$ cat src/hw/rtl/srsk_pkg.sv
package srsk_pkg;

	localparam int MAX_ITEMS_DEF = 64;
	localparam int KEY_BITS_DEF  = 16;
	localparam int KEY_W         = 16;
	localparam int TAG_W         = 16;

	typedef enum logic [1:0] {
		CELL_HOLD,
		CELL_INSERT,
		CELL_SHIFT_OUT
	} cell_op_t;

	typedef enum logic {
		ST_LOAD,
		ST_DRAIN
	} state_t;

endpackage

$ cat src/hw/rtl/srsk_cell.sv
module srsk_cell #(
	parameter int KEY_BITS = srsk_pkg::KEY_BITS_DEF
) (
	input  logic                   clk,
	input  logic                   arst_n,
	input  srsk_pkg::cell_op_t     op,
	input  logic [KEY_BITS-1:0]    new_key,
	input  logic [srsk_pkg::TAG_W-1:0] new_tag,
	input  logic                   left_valid,
	input  logic [KEY_BITS-1:0]    left_key,
	input  logic [srsk_pkg::TAG_W-1:0] left_tag,
	input  logic                   left_gt,
	input  logic                   right_valid,
	input  logic [KEY_BITS-1:0]    right_key,
	input  logic [srsk_pkg::TAG_W-1:0] right_tag,
	output logic                   valid,
	output logic [KEY_BITS-1:0]    key,
	output logic [srsk_pkg::TAG_W-1:0] tag,
	output logic                   gt
);
	import srsk_pkg::*;

	logic                valid_q;
	logic [KEY_BITS-1:0] key_q;
	logic [TAG_W-1:0]    tag_q;

	// empty cells count as larger than any key; equal keys stay put
	assign gt    = !valid_q || (key_q > new_key);
	assign valid = valid_q;
	assign key   = key_q;
	assign tag   = tag_q;

	always_ff @(posedge clk or negedge arst_n) begin
		if (!arst_n) begin
			valid_q <= 1'b0;
		end else begin
			unique case (op)
				CELL_INSERT: begin
					if (gt) begin
						valid_q <= left_gt ? left_valid : 1'b1;
					end
				end
				CELL_SHIFT_OUT: begin
					valid_q <= right_valid;
				end
				default: begin
					valid_q <= valid_q;
				end
			endcase
		end
	end

	always_ff @(posedge clk) begin
		unique case (op)
			CELL_INSERT: begin
				if (gt) begin
					key_q <= left_gt ? left_key : new_key;
					tag_q <= left_gt ? left_tag : new_tag;
				end
			end
			CELL_SHIFT_OUT: begin
				key_q <= right_key;
				tag_q <= right_tag;
			end
			default: begin
				key_q <= key_q;
				tag_q <= tag_q;
			end
		endcase
	end

endmodule

$ cat config.mk
export PLATFORM = sky130hd
export DESIGN_NAME = srsk_cell
export DESIGN_NICKNAME = d
export VERILOG_FILES = /design/src/hw/rtl/srsk_pkg.sv /design/src/hw/rtl/srsk_cell.sv
export SDC_FILE = /design/constraint.sdc
export NUM_CORES = 1
export LEC_CHECK = 0
export BUFFER_PORTS_ARGS = -buffer_cell sky130_fd_sc_hd__buf_2
export CAP_MARGIN = 10
export CORE_MARGIN = 2
export CORE_UTILIZATION = 40
export DETAILED_ROUTE_END_ITERATION = 16
export PLACE_DENSITY = 0.76
export SYNTH_ARGS = -nofsm -noshare
export SYNTH_HDL_FRONTEND = slang
export SYNTH_SLANG_ARGS = --single-unit
$ cat constraint.sdc
create_clock -name clk -period 7.1 [get_ports clk]
set_input_delay 0.71 -clock clk [delete_from_list [all_inputs] [get_ports clk]]
set_output_delay 0.71 -clock clk [all_outputs]
set_load 0.005 [all_outputs]
=== Word-level counts from Yosys, hierarchy flattened ===
Index checks and enable logic that the tools add are counted.

* Input port bits: 103
* Memory bits (read-only): 0
* Memories kept: 0
* Latch bits: 0
* Bits in writable memories: 0
* Flip-flop bits (word level): 33

* Equality and inequality tests: 3
* Bitwise logic cells: 0
* Reductions and logical operators: 4
* Order comparisons: 1
* Multipliers: 0
* Divide/modulo/power cells: 0
* $add $sub $neg: 0
* Shift-type cells: 0
* Multiplexer cells: 9

{| class="wikitable"
|+ Operators by type and width
! kind !! number
|-
| $mux 16 || 4
|-
| $pmux 16 s2 || 2
|-
| $gt 16x16->1 || 1
|-
| $eq 2x1->1 const B || 1
|-
| $eq 2x2->1 const B || 1
|-
| $mux 1 || 2
|-
| $ne 2x2->1 const B || 1
|-
| $pmux 1 s2 || 1
|-
| $reduce_and 2->1 || 1
|-
| $reduce_bool 2->1 || 1
|-
| $logic_not 1->1 || 1
|-
| $logic_or 1x1->1 || 1
|}

=== Longest topological paths before layout ===
Gate-level depths: netlist (run 1).

* Word-level depth: 4
* Gate-level depth with buffers: 7
* Mapped depth without buffers: 7

=== Least setup slack after synthesis (run 1) ===
Ideal clock, no wire load.

* Path type: input -> register
* Start: input port new_key[15]
* End: register key_q[0], in the netlist key[0], enable pin
* Setup time: 0.396 ns
* Slack: 3.982 ns
* Stages: 7
* Path buffers: 0
* Arrival: 2.722 ns
* Cell sequence: inv_1 > ha_1 > nand4_2 > nor4_2 > a21boi_1 > a2111o_1 > a311o_1

* Cells in the longest elaborated chain, start to end: 4

{| class="wikitable"
|+ Ends and longest elaborated chain
! element !! line !! RTL
|-
| start: declaration || srsk_cell.sv:7 || <nowiki>input logic [KEY_BITS-1:0] new_key,</nowiki>
|-
| $gt 16x16->1 || srsk_cell.sv:28 || <nowiki>assign gt = !valid_q || (key_q > new_key);</nowiki>
|-
| $logic_or 1x1->1 || srsk_cell.sv:28 ||
|-
| $ne 2x2->1 (no source line) || - ||
|-
| $reduce_and 2->1 (no source line) || - ||
|-
| end signal: assignment || srsk_cell.sv:57 || <nowiki>key_q <= left_gt ? left_key : new_key;</nowiki>
|-
| end signal: assignment || srsk_cell.sv:62 || <nowiki>key_q <= right_key;</nowiki>
|-
| end signal: assignment || srsk_cell.sv:66 || <nowiki>key_q <= key_q;</nowiki>
|-
| end: declaration || srsk_cell.sv:24 || <nowiki>logic [KEY_BITS-1:0] key_q;</nowiki>
|}

No other way between the ends.
A chain may end at the register's enable or synchronous reset.

=== Worst setup path in the final report (run 1) ===
* Start: input port new_key[14]
* End: output port gt

* Cells in the longest elaborated chain, start to end: 2

{| class="wikitable"
|+ Ends and longest elaborated chain
! element !! line !! RTL
|-
| $gt 16x16->1 || srsk_cell.sv:28 ||
|-
| $logic_or 1x1->1 || srsk_cell.sv:28 ||
|-
| end: declaration || srsk_cell.sv:19 || <nowiki>output logic gt</nowiki>
|}

No other way between the ends.

==> results of run 1 <==
-- power by group --
part | leakage, uW | switching [uW] | internal [uW]
clock network | 0.0000528 | 63.6 | 104
logic | 0.00112 | 67.2 | 65.7
registers | 0.000321 | 8.12 | 243
-- registers in the layout, indices dropped and copies added, names as in the netlist --
register	cells
tag	16
key	16
valid	1
-- stage by stage --
stage / hold slack [ns] / instances / area, um^2 / setup WS, ns
3_5_place_dp: 0.490 / 404 / 2860 / 3.98
5_1_grt: 0.182 / 413 / 2990 / 4.07
3_3_place_gp: 0.489 / 404 / 2860 / 4.06
4_1_cts: 0.185 / 412 / 2960 / 4.13
2_1_floorplan: 0.414 / 209 / 2130 / 3.98
6_report: 0.198 / 413 / 2990 / 4.13
-- area by class of cell --
| class | count | area (um^2) |
|---|---|---|
| flip-flops and latches | 33 | 986 |
| fillers | 463 | 2120 |
| multi-input cells | 147 | 1030 |
| well taps | 70 | 87.6 |
| repair buffers | 137 | 708 |
| clock inverters | 2 | 33.8 |
| clock buffers | 6 | 72.6 |
| inverters | 18 | 67.6 |
-- routing by layer --
layer | up-vias | global-route usage (%)
li1 | 1013 | -
met1 | 881 | 21.2
met2 | 73 | 31.5
met3 | 8 | 3.65
met4 | 0 | 5.45
met5 | - | 0
-- cell families after synthesis --
group | share of synthesized area, %
adder cells (fa/ha/maj) | 9.42
AND/OR/NAND/NOR | 10.7
AO/OA/AOI/OAI | 13.1
flip-flops | 46.4
buffers and inverters | 5.36
multiplexers | 15.1
-- cells in the final DEF (no fill, tap or decap), drive strengths merged, types with 3 or more instances in the layout --
cell,instances
inv,18
clkbuf,6
edfxtp,32
o21ai,35
nor2,4
a21oi,8
nand2,35
nand4,3
ha,16
mux2i,32
buf,137
-- path summary, 6_finish.rpt --
kind	end	slack, ns
setup / recovery	gt	4.13
max in group asynchronous	valid	6.82
hold reg to reg	valid	0.80
min in group clk	key[0]	0.71
setup reg to reg	key[15]	4.42
hold / removal	valid	0.20
-- worst max-delay path, delay by kind of cell --
| family | cells | cell delay, ns |
|---|---|---|
| adders and majority gates | 1 | 0.32 |
| AOI/OAI and AO/OA | 3 | 0.76 |
| buffers and inverters | 3 | 0.25 |
| and+or+nand+nor | 2 | 0.21 |
==> results.md, run 1 <==
* Top Layer Used: met4
* Routed wl met3 at 282 um
* Die X-Extent at 76.9 um
* Initial antenna violation count at 0
* Initial Utilization at 41.6%
* P per Cell Area at 184 nW/um^2
* TritonCTS clock tree: done
* Most frequent cell after synthesis: nand2_1
* Mapped Nets at 328
* Clock latency at the later pin of the worst-skew pair at 0.27 ns
* Cells along the critical path: buf_2, inv_1, ha_1, nand4_2, nor4_2, a21boi_1, a2111o_1, a21o_2, buf_2
* Area share of the leading cell type in the synthesized netlist at 45.2%
* Final hold vios at 0
* Post-DRT Antenna Nets at 0
* Post-Route WL at 5130 um
* #FFs+latches synth at 33
* Synth top cells by count: nand2_1, o21ai_0, edfxtp_1, mux2i_1, inv_1
* Synth async-reset ratio at 3.03%
* CP max stage delay at 0.42 ns
* CTS sink cnt at 33
* Arrival @ worst endpoint at 2.26 ns
* Nets@finish at 461
* Post-synth EDFFs at 32
* Critical path's most frequent cell: buf_2
* Total number of H-tree levels at 2
* Unrepaired setup endpoints after global routing: no
* Largest net degree at the start of global routing at 67
* Row cnt at 26
* Die Area at 5910 um^2
* Synthesized area per cell at 10.2 um^2
* Worst Tran Pin Value at 0.991 ns
* Cell Area, Synth at 2130 um^2
* Final core utilization at 58.5%
* Clock Skew at 0.00752 ns
* Worst endpoint required time at 6.39 ns
* Hold Path Class: in2async
* Setup TNS at 0 ns
* Total track usage at 17.6%
* Distinct cells, synth at 26
* Max IR drop VDD at 0.142 mV
* Max_slew headroom at 33.9%
* Minimum clock period at 2.97 ns
* R2R cell count at 6
* Worst setup path category: in2out
* GR Overflow Total at 0
* Clock-pin transition on the worst setup and hold timing paths at 0.07 ns
* Dominant synthesized flop cell: edfxtp_1
* Final period util at 41.8%
* Syn-to-layout area delta at 40.7%
* Wire per inst at 12.4 um
* DR vias/cell at 4.78
* Vias at 1975
* Worst-path maximum fanout at 3
* Worst reg2reg path startpoint: key[15]
* Slowest CP cell: a2111o_1
* Number of synthesis warnings at 0
* Gate Count Post-Synth at 209
* CTS Hold Bufs at 0
* Initial DRT Pass Iterations at 4
* # diodes at 0
* Detailed-route DRC error count at 0
* Setup crit start: new_key[14]
* Post-CTS setup buffers at 0
* Share of cells above drive strength 1 at 43.7%
* Ports at 137
* Clock Tree Root: clkbuf_8
* Cell taking the most area after synthesis: edfxtp_1
* Dpl hpwl at 4060 um
* First-pass GRT wire length at 8450 um
* Synth area leaders: edfxtp_1, mux2i_1, ha_1
* Die H at 76.9 um
* CP Launch Type: input pin
* Final setup fails at 0
* Gp weighted congestion at 0.878
* Fin. max-slew vios at 0
* Max Clock Freq at 337 MHz
* PostCTS Resize Cnt at 0
* CTS Buf Count at 5
* Sequential area share after synthesis at 46.4%
* Clock tree buffer depth at 2
* Outcome: finished clean
* Pleak at 0.00150 uW
* Number of global-route vias before repair at 1876
* Max-cap viol count at 0
* DRT iter0 DRCs at 111
* M1 WL at 2070 um
* Crit. End Element: primary output
* Core area at 5110 um^2
* Pwr Total at 551 uW
* Met2 routed WL at 2690 um
* Number of buffers inserted by port buffering at 136
No activity file was read; power rests on OpenSTA's default activity.
==> inputs of run 2 (changes only) <==
--- a/config.mk
+++ b/config.mk
@@ -8,9 +8,9 @@
 export BUFFER_PORTS_ARGS = -buffer_cell sky130_fd_sc_hd__buf_2
 export CAP_MARGIN = 10
 export CORE_MARGIN = 2
-export CORE_UTILIZATION = 40
+export CORE_UTILIZATION = 39
 export DETAILED_ROUTE_END_ITERATION = 16
-export PLACE_DENSITY = 0.76
+export PLACE_DENSITY = 0.78
 export SYNTH_ARGS = -nofsm -noshare
 export SYNTH_HDL_FRONTEND = slang
 export SYNTH_SLANG_ARGS = --single-unit
==> constraint.sdc (replaced) <==
create_clock -name clk -period 2.5 [get_ports clk]
set_input_delay 0.25 -clock clk [delete_from_list [all_inputs] [get_ports clk]]
set_output_delay 0.25 -clock clk [all_outputs]
set_load 0.005 [all_outputs]
==> results.md, run 2 (same netlist as run 1, synthesis figures left out) <==
* Outcome: finished clean (unchanged)
* Initial Utilization at 41.1% (was 41.6%)
* Max_slew headroom at 62.9% (was 33.9%)
* Clock-pin transition on the worst setup and hold timing paths at 0.07 ns (about the same)
* GR Overflow Total at 0 (unchanged)
* Sequential share of power at 48.1% (was 45.6%)
* Clk pwr share at 25.6% (was 30.3%)
* Final period util at 95.0%
* Worst Tran Pin Value at 0.556 ns (was 0.991 ns)
* Commonest non-fill, non-tap cell in the layout: buf_2 (unchanged)
* Die H at 77.8 um (was 76.9 um)
* # diodes at 0 (unchanged)
* DRT iter0 DRCs at 33 (was 111)
* Hold Path Class: in2reg (was in2async)
* Worst hold margin at 0.247 ns (was 0.198 ns)
* Crit path max-delay family: compound AO/OA/AOI/OAI gates (unchanged)
* Detailed-route DRC error count at 0 (unchanged)
* Int Power at 1080 uW (was 412 uW)
* CTS Buf Count at 5 (unchanged)
* CTS sink cnt at 33 (unchanged)
* First-pass GRT wire length at 8710 um (was 8450 um)
* CP max stage delay at 0.42 ns (about the same)
* Sw Share at 27.1% (was 25.2%)
* Post-placement worst setup slack at 0.146 ns (was 3.98 ns)
* Vias at 1994 (was 1975)
* P per Cell Area at 493 nW/um^2 (was 184 nW/um^2)
* Worst setup path category: reg2out (was in2out)
* Unrepaired setup endpoints after global routing: no (unchanged)
* Die Area at 6060 um^2 (was 5910 um^2)
* Clock tree buffer depth at 2 (unchanged)
* Ports at 137 (unchanged)
* Post-DRT Antenna Nets at 0 (unchanged)
* Number of global-route vias before repair at 1948 (was 1876)
* Crit. End Element: primary output (unchanged)
* Largest net degree at the start of global routing at 35 (was 67)
* CP Launch Type: flop (was input pin)
* Max IR drop VDD at 0.252 mV (was 0.142 mV)
* Cells along the critical path: ha_1, nand4_2, nor4_4, a21boi_1, a2111o_1, a21o_2, buf_2 (was buf_2, inv_1, ha_1, nand4_2, nor4_2, a21boi_1, a2111o_1, a21o_2, buf_2)
* Comb power frac at 26.3% (was 24.1%)
* Total number of H-tree levels at 2 (unchanged)
* Final setup fails at 0 (unchanged)
* Die X-Extent at 77.8 um (was 76.9 um)
* Wire per inst at 12.7 um (was 12.4 um)
* Clock Skew at 0.00406 ns (was 0.00752 ns)
* Worst endpoint required time at 2.25 ns (was 6.39 ns)
* Minimum clock period at 2.37 ns
* Row cnt at 26 (unchanged)
* Initial antenna violation count at 0 (unchanged)
* Arrival @ worst endpoint at 2.12 ns (was 2.26 ns)
* Core area at 5170 um^2 (was 5110 um^2)
* Worst-path maximum fanout at 3 (unchanged)
* Worst Path Buf+Inv at 1 (was 3)
* Gp weighted congestion at 0.823 (was 0.878)
* Clock latency at the later pin of the worst-skew pair at 0.28 ns (was 0.27 ns)
* Syn-to-layout area delta at 41.4% (was 40.7%)
* # fillers at 474 (was 463)
* Nets@finish at 466 (was 461)
* Dpl hpwl at 4350 um (was 4060 um)
* Pleak at 0.00152 uW (was 0.00150 uW)
* DR vias/cell at 4.77 (was 4.78)
* Slowest CP cell: a2111o_1 (unchanged)
* Number of buffers inserted by port buffering at 136 (unchanged)
* Final setup margin at 0.125 ns (was 4.13 ns)
* Total track usage at 18.2% (was 17.6%)
* TritonCTS clock tree: done (unchanged)
* Post-CTS setup buffers at 0 (unchanged)
* Most frequent cells in the layout: buf_2, nand2_1, o21ai_0, mux2i_1, edfxtp_1 (unchanged)
* Post-Layout Inst Area at 3010 um^2 (was 2990 um^2)
* Clock Tree Root: clkbuf_8 (unchanged)
* Max-cap viol count at 0 (unchanged)
* Share of cells above drive strength 1 at 44.0% (was 43.7%)
* Net Switching at 402 uW (was 139 uW)
* Initial DRT Pass Iterations at 4 (unchanged)
* Final hold vios at 0 (unchanged)
* Max Clock Freq at 421 MHz
* Placed Area at 2910 um^2 (was 2860 um^2)
* Fin. max-slew vios at 0 (unchanged)
* Setup TNS at 0 ns (unchanged)
* Final core utilization at 58.1% (was 58.5%)
* Post-Route WL at 5330 um (was 5130 um)
## run 2: changes by cell type in the layout (fill, tap and decap cells not counted)
cell           previous run  this run
buf_4                     0         4
buf_12                    0         1
nor4_4                    0         1
clkbuf_1                  1         3
nor4_2                    1         0
bufinv_16                 1         0
dlygate4sd3_1             0         1
buf_16                    1         0
clkinv_1                  1         0
## run 2: cell type report
| cell class | count | area, um^2 | area share, % |
|---|---|---|---|
| Tap cell | 70 | 87.6 | 2.91 |
| Sequential cell | 33 | 986 | 32.8 |
| Timing Repair Buffer | 142 | 741 | 24.6 |
| Multi-Input combinational cell | 147 | 1040 | 34.7 |
| Inverter | 18 | 67.6 | 2.25 |
| Clock buffer | 8 | 80.1 | 2.66 |
## run 2: repair_timing
| action | CTS | global route |
|---|---|---|
| resized for setup | 0 | 1 |
| endpoints found under the hold margin | 1 | 0 |
| endpoints found under the setup margin | 0 | 33 |
| hold buffers | 1 | 0 |
## run 2: worst register-to-register path, stage by stage, from the launching register on
cell      delay (ns)
edfxtp_1        0.39
ha_1            0.34
nand4_2         0.16
nor4_4          0.05
a21boi_1        0.13
a2111o_1        0.42
a311o_2         0.39
buf_4           0.21
## run 2: through the flow
step	std cells	total power [uW]
6_report	418	1480
5_1_grt	418	1570
4_1_cts	418	1490
3_5_place_dp	409	1120
3_3_place_gp	409	1100
2_1_floorplan	209	914
## run 2: final timing paths
kind	start	endpoint	slack, ns	depth (start not counted)
max	key[15]	gt	0.13	7
min	right_tag[10]	tag[10]	0.25	3
max reg2reg	key[15]	tag[12]	0.15	7
min reg2reg	valid	valid	0.80	4
max in group asynchronous	arst_n	valid	2.14	2
min in group asynchronous	arst_n	valid	0.27	2
## run 2: metal layers
metal	global-route usage [%]	share of wire, %
met1	21.0	40
met2	32.6	51
met3	4.30	7.5
met4	6.43	1.4
met5	0	0
## run 2: power groups by stage
stage          logic (uW)  clock network [uW]  registers [uW]
2_1_floorplan         183                   0             731
4_1_cts               395                 383             714
3_5_place_dp          391                   0             725
3_3_place_gp          378                   0             721
6_report              390                 379             713
5_1_grt               441                 406             720
==> inputs of run 3 (changes only) <==
--- a/config.mk
+++ b/config.mk
@@ -7,10 +7,11 @@
 export LEC_CHECK = 0
 export BUFFER_PORTS_ARGS = -buffer_cell sky130_fd_sc_hd__buf_2
 export CAP_MARGIN = 10
-export CORE_MARGIN = 2
 export CORE_UTILIZATION = 39
+export CTS_BUF_LIST = sky130_fd_sc_hd__clkbuf_16
 export DETAILED_ROUTE_END_ITERATION = 16
 export PLACE_DENSITY = 0.78
+export SLEW_MARGIN = 5
 export SYNTH_ARGS = -nofsm -noshare
 export SYNTH_HDL_FRONTEND = slang
 export SYNTH_SLANG_ARGS = --single-unit
==> results.md, run 3 (same netlist as run 1, synthesis figures left out) <==
* Placed Area at 2910 um^2 (unchanged)
* P per Cell Area at 538 nW/um^2 (was 493 nW/um^2)
* Hold Crit Start: right_tag[12] (was right_tag[10])
* Die Area at 5750 um^2 (was 6060 um^2)
* Clock latency at the later pin of the worst-skew pair at 0.27 ns (was 0.28 ns)
* # diodes at 0 (unchanged)
* Worst hold margin at 0.253 ns (was 0.247 ns)
* Gp weighted congestion at 0.758 (was 0.823)
* Initial antenna violation count at 0 (unchanged)
* DR vias/cell at 4.74 (was 4.77)
* CP max stage delay at 0.38 ns (was 0.42 ns)
* Commonest non-fill, non-tap cell in the layout: buf_2 (unchanged)
* Initial Utilization at 41.1% (unchanged)
* Total track usage at 17.3% (was 18.2%)
* Setup crit start: key[15] (unchanged)
* Worst Tran Pin Value at 0.516 ns (was 0.556 ns)
* Vias at 1980 (was 1994)
* Clock-pin transition on the worst setup and hold timing paths at 0.05 ns (was 0.07 ns)
* Worst setup path category: reg2out (unchanged)
* Fin. max-slew vios at 0 (unchanged)
* GR Overflow Total at 0 (unchanged)
* Worst reg2reg path endpoint: key[7] (was tag[12])
* Post-Route WL at 4980 um (was 5330 um)
* Final period util at 94.2% (was 95.0%)
* Wire per inst at 11.9 um (was 12.7 um)
* Setup TNS at 0 ns (unchanged)
* Number of global-route vias before repair at 1743 (was 1948)
* Slowest CP cell: edfxtp_1 (was a2111o_1)
* Pwr Total at 1650 uW (was 1480 uW)
* Worst-path maximum fanout at 3 (unchanged)
* Clock tree buffer depth at 2 (unchanged)
* DRT iter0 DRCs at 52 (was 33)
* Ports at 137 (unchanged)
* Worst endpoint required time at 2.25 ns (about the same)
* Clock Skew at 0.00763 ns (was 0.00406 ns)
* Arrival @ worst endpoint at 2.10 ns (was 2.12 ns)
* Worst Path Buf+Inv at 1 (unchanged)
* Core area at 5170 um^2 (unchanged)
* R2r setup slk at 0.17 ns (was 0.15 ns)
* Worst reg2reg path startpoint: key[14] (was key[15])
* Detailed-route DRC error count at 0 (unchanged)
* Unrepaired setup endpoints after global routing: no (unchanged)
* Most frequent cells in the layout: buf_2, nand2_1, o21ai_0, mux2i_1, edfxtp_1 (unchanged)
* Syn-to-layout area delta at 43.8% (was 41.4%)
* Crit. End Element: primary output (unchanged)
* WHS Path Cells at 3 (unchanged)
* Minimum clock period at 2.35 ns (was 2.37 ns)
* Max Clock Freq at 425 MHz (was 421 MHz)
* Pleak at 0.00155 uW (was 0.00152 uW)
* Row cnt at 26 (unchanged)
* Max_slew headroom at 65.6% (was 62.9%)
* Dpl hpwl at 4190 um (was 4350 um)
* CTS sink cnt at 33 (unchanged)
* Initial DRT Pass Iterations at 4 (unchanged)
* Hold Path Class: in2reg (unchanged)
* Final hold vios at 0 (unchanged)
* R2R cell count at 7 (unchanged)
* Largest net degree at the start of global routing at 30 (was 35)
* Post-DRT Antenna Nets at 0 (unchanged)
* Clock Tree Root: clkbuf_16 (was clkbuf_8)
* Max IR drop VDD at 0.380 mV (was 0.252 mV)
* Nets@finish at 466 (unchanged)
* Total number of H-tree levels at 2 (unchanged)
* Final core utilization at 59.1% (was 58.1%)
* TritonCTS clock tree: done (unchanged)
* Die H at 75.8 um (was 77.8 um)
* # fillers at 450 (was 474)
* Endpoint, Worst Hold: tag[12] (was tag[10])
* Crit path max-delay family: compound AO/OA/AOI/OAI gates (unchanged)
* First-pass GRT wire length at 7380 um (was 8710 um)
* Die X-Extent at 75.8 um (was 77.8 um)
* CTS Buf Count at 5 (unchanged)
* Post-Layout Inst Area at 3060 um^2 (was 3010 um^2)
* Final setup fails at 0 (unchanged)
* Outcome: finished clean (unchanged)
* Number of buffers inserted by port buffering at 136 (unchanged)
* Max-cap viol count at 0 (unchanged)
* Cells along the critical path: ha_1, nand4_2, nor4_2, a21boi_1, a2111o_1, a21o_2, buf_2 (was ha_1, nand4_2, nor4_4, a21boi_1, a2111o_1, a21o_2, buf_2)
* Share of cells above drive strength 1 at 44.3% (was 44.0%)
* CP Launch Type: flop (unchanged)
## run 3: cell count changes in the layout (fill, tap and decap cells not counted), sizes merged
cell / previous run / this run
clkbuf: 8 / 5
inv: 18 / 20
clkinv: 0 / 1
## run 3: report_power, final
part | total, uW | internal (uW) | leakage (uW) | switching (uW)
clock network | 548 | 358 | 0.0000762 | 190
logic | 385 | 193 | 0.00115 | 192
registers | 713 | 691 | 0.000321 | 22.7
## run 3: metal layers
| layer | vias to the layer above | share of wire, % | GRT usage (%) |
|---|---|---|---|
| li1 | 1029 | - | - |
| met4 | 0 | 1.2 | 5.76 |
| met5 | - | 0 | 0 |
| met3 | 4 | 6.4 | 4.89 |
| met2 | 74 | 50 | 31.6 |
| met1 | 873 | 42 | 19.4 |
## run 3: how the worst max path moves through the flow
stage	depth (start not counted)	endpoint
4_1_cts	7	tag[1]
3_5_place_dp	7	tag[5]
2_1_floorplan	6	key[0]
6_report	7	gt
3_3_place_gp	9	tag[5]
5_1_grt	7	gt
## run 3: repair_timing
action,in CTS,in global routing
setup buffers,0,0
hold buffers,1,0
setup endpoints to repair,0,20
hold endpoints to repair,1,0
gates resized for setup,0,1
## run 3: stage by stage
step,std cells,setup slack (ns)
global placement,409,0.189
finish,418,0.146
global route,418,0.00300
floorplan,209,0.112
detailed placement,409,0.134
CTS,418,0.118
## run 3: cell type report
type	count	area, um^2	share of cell area [%]
Clock buffer	5	125	4.09
Sequential cell	33	986	32.2
Multi-Input combinational cell	147	1030	33.8
Clock inverter	3	12.5	0.409
Inverter	18	67.6	2.21
Timing Repair Buffer	142	744	24.3
Tap cell	70	87.6	2.86
## run 3: tightest hold or removal path: cells and delay by family
family,cells,cell delay [ns]
compound gates,1,0.05
buf+inv,1,0.07
simple gates,1,0.03
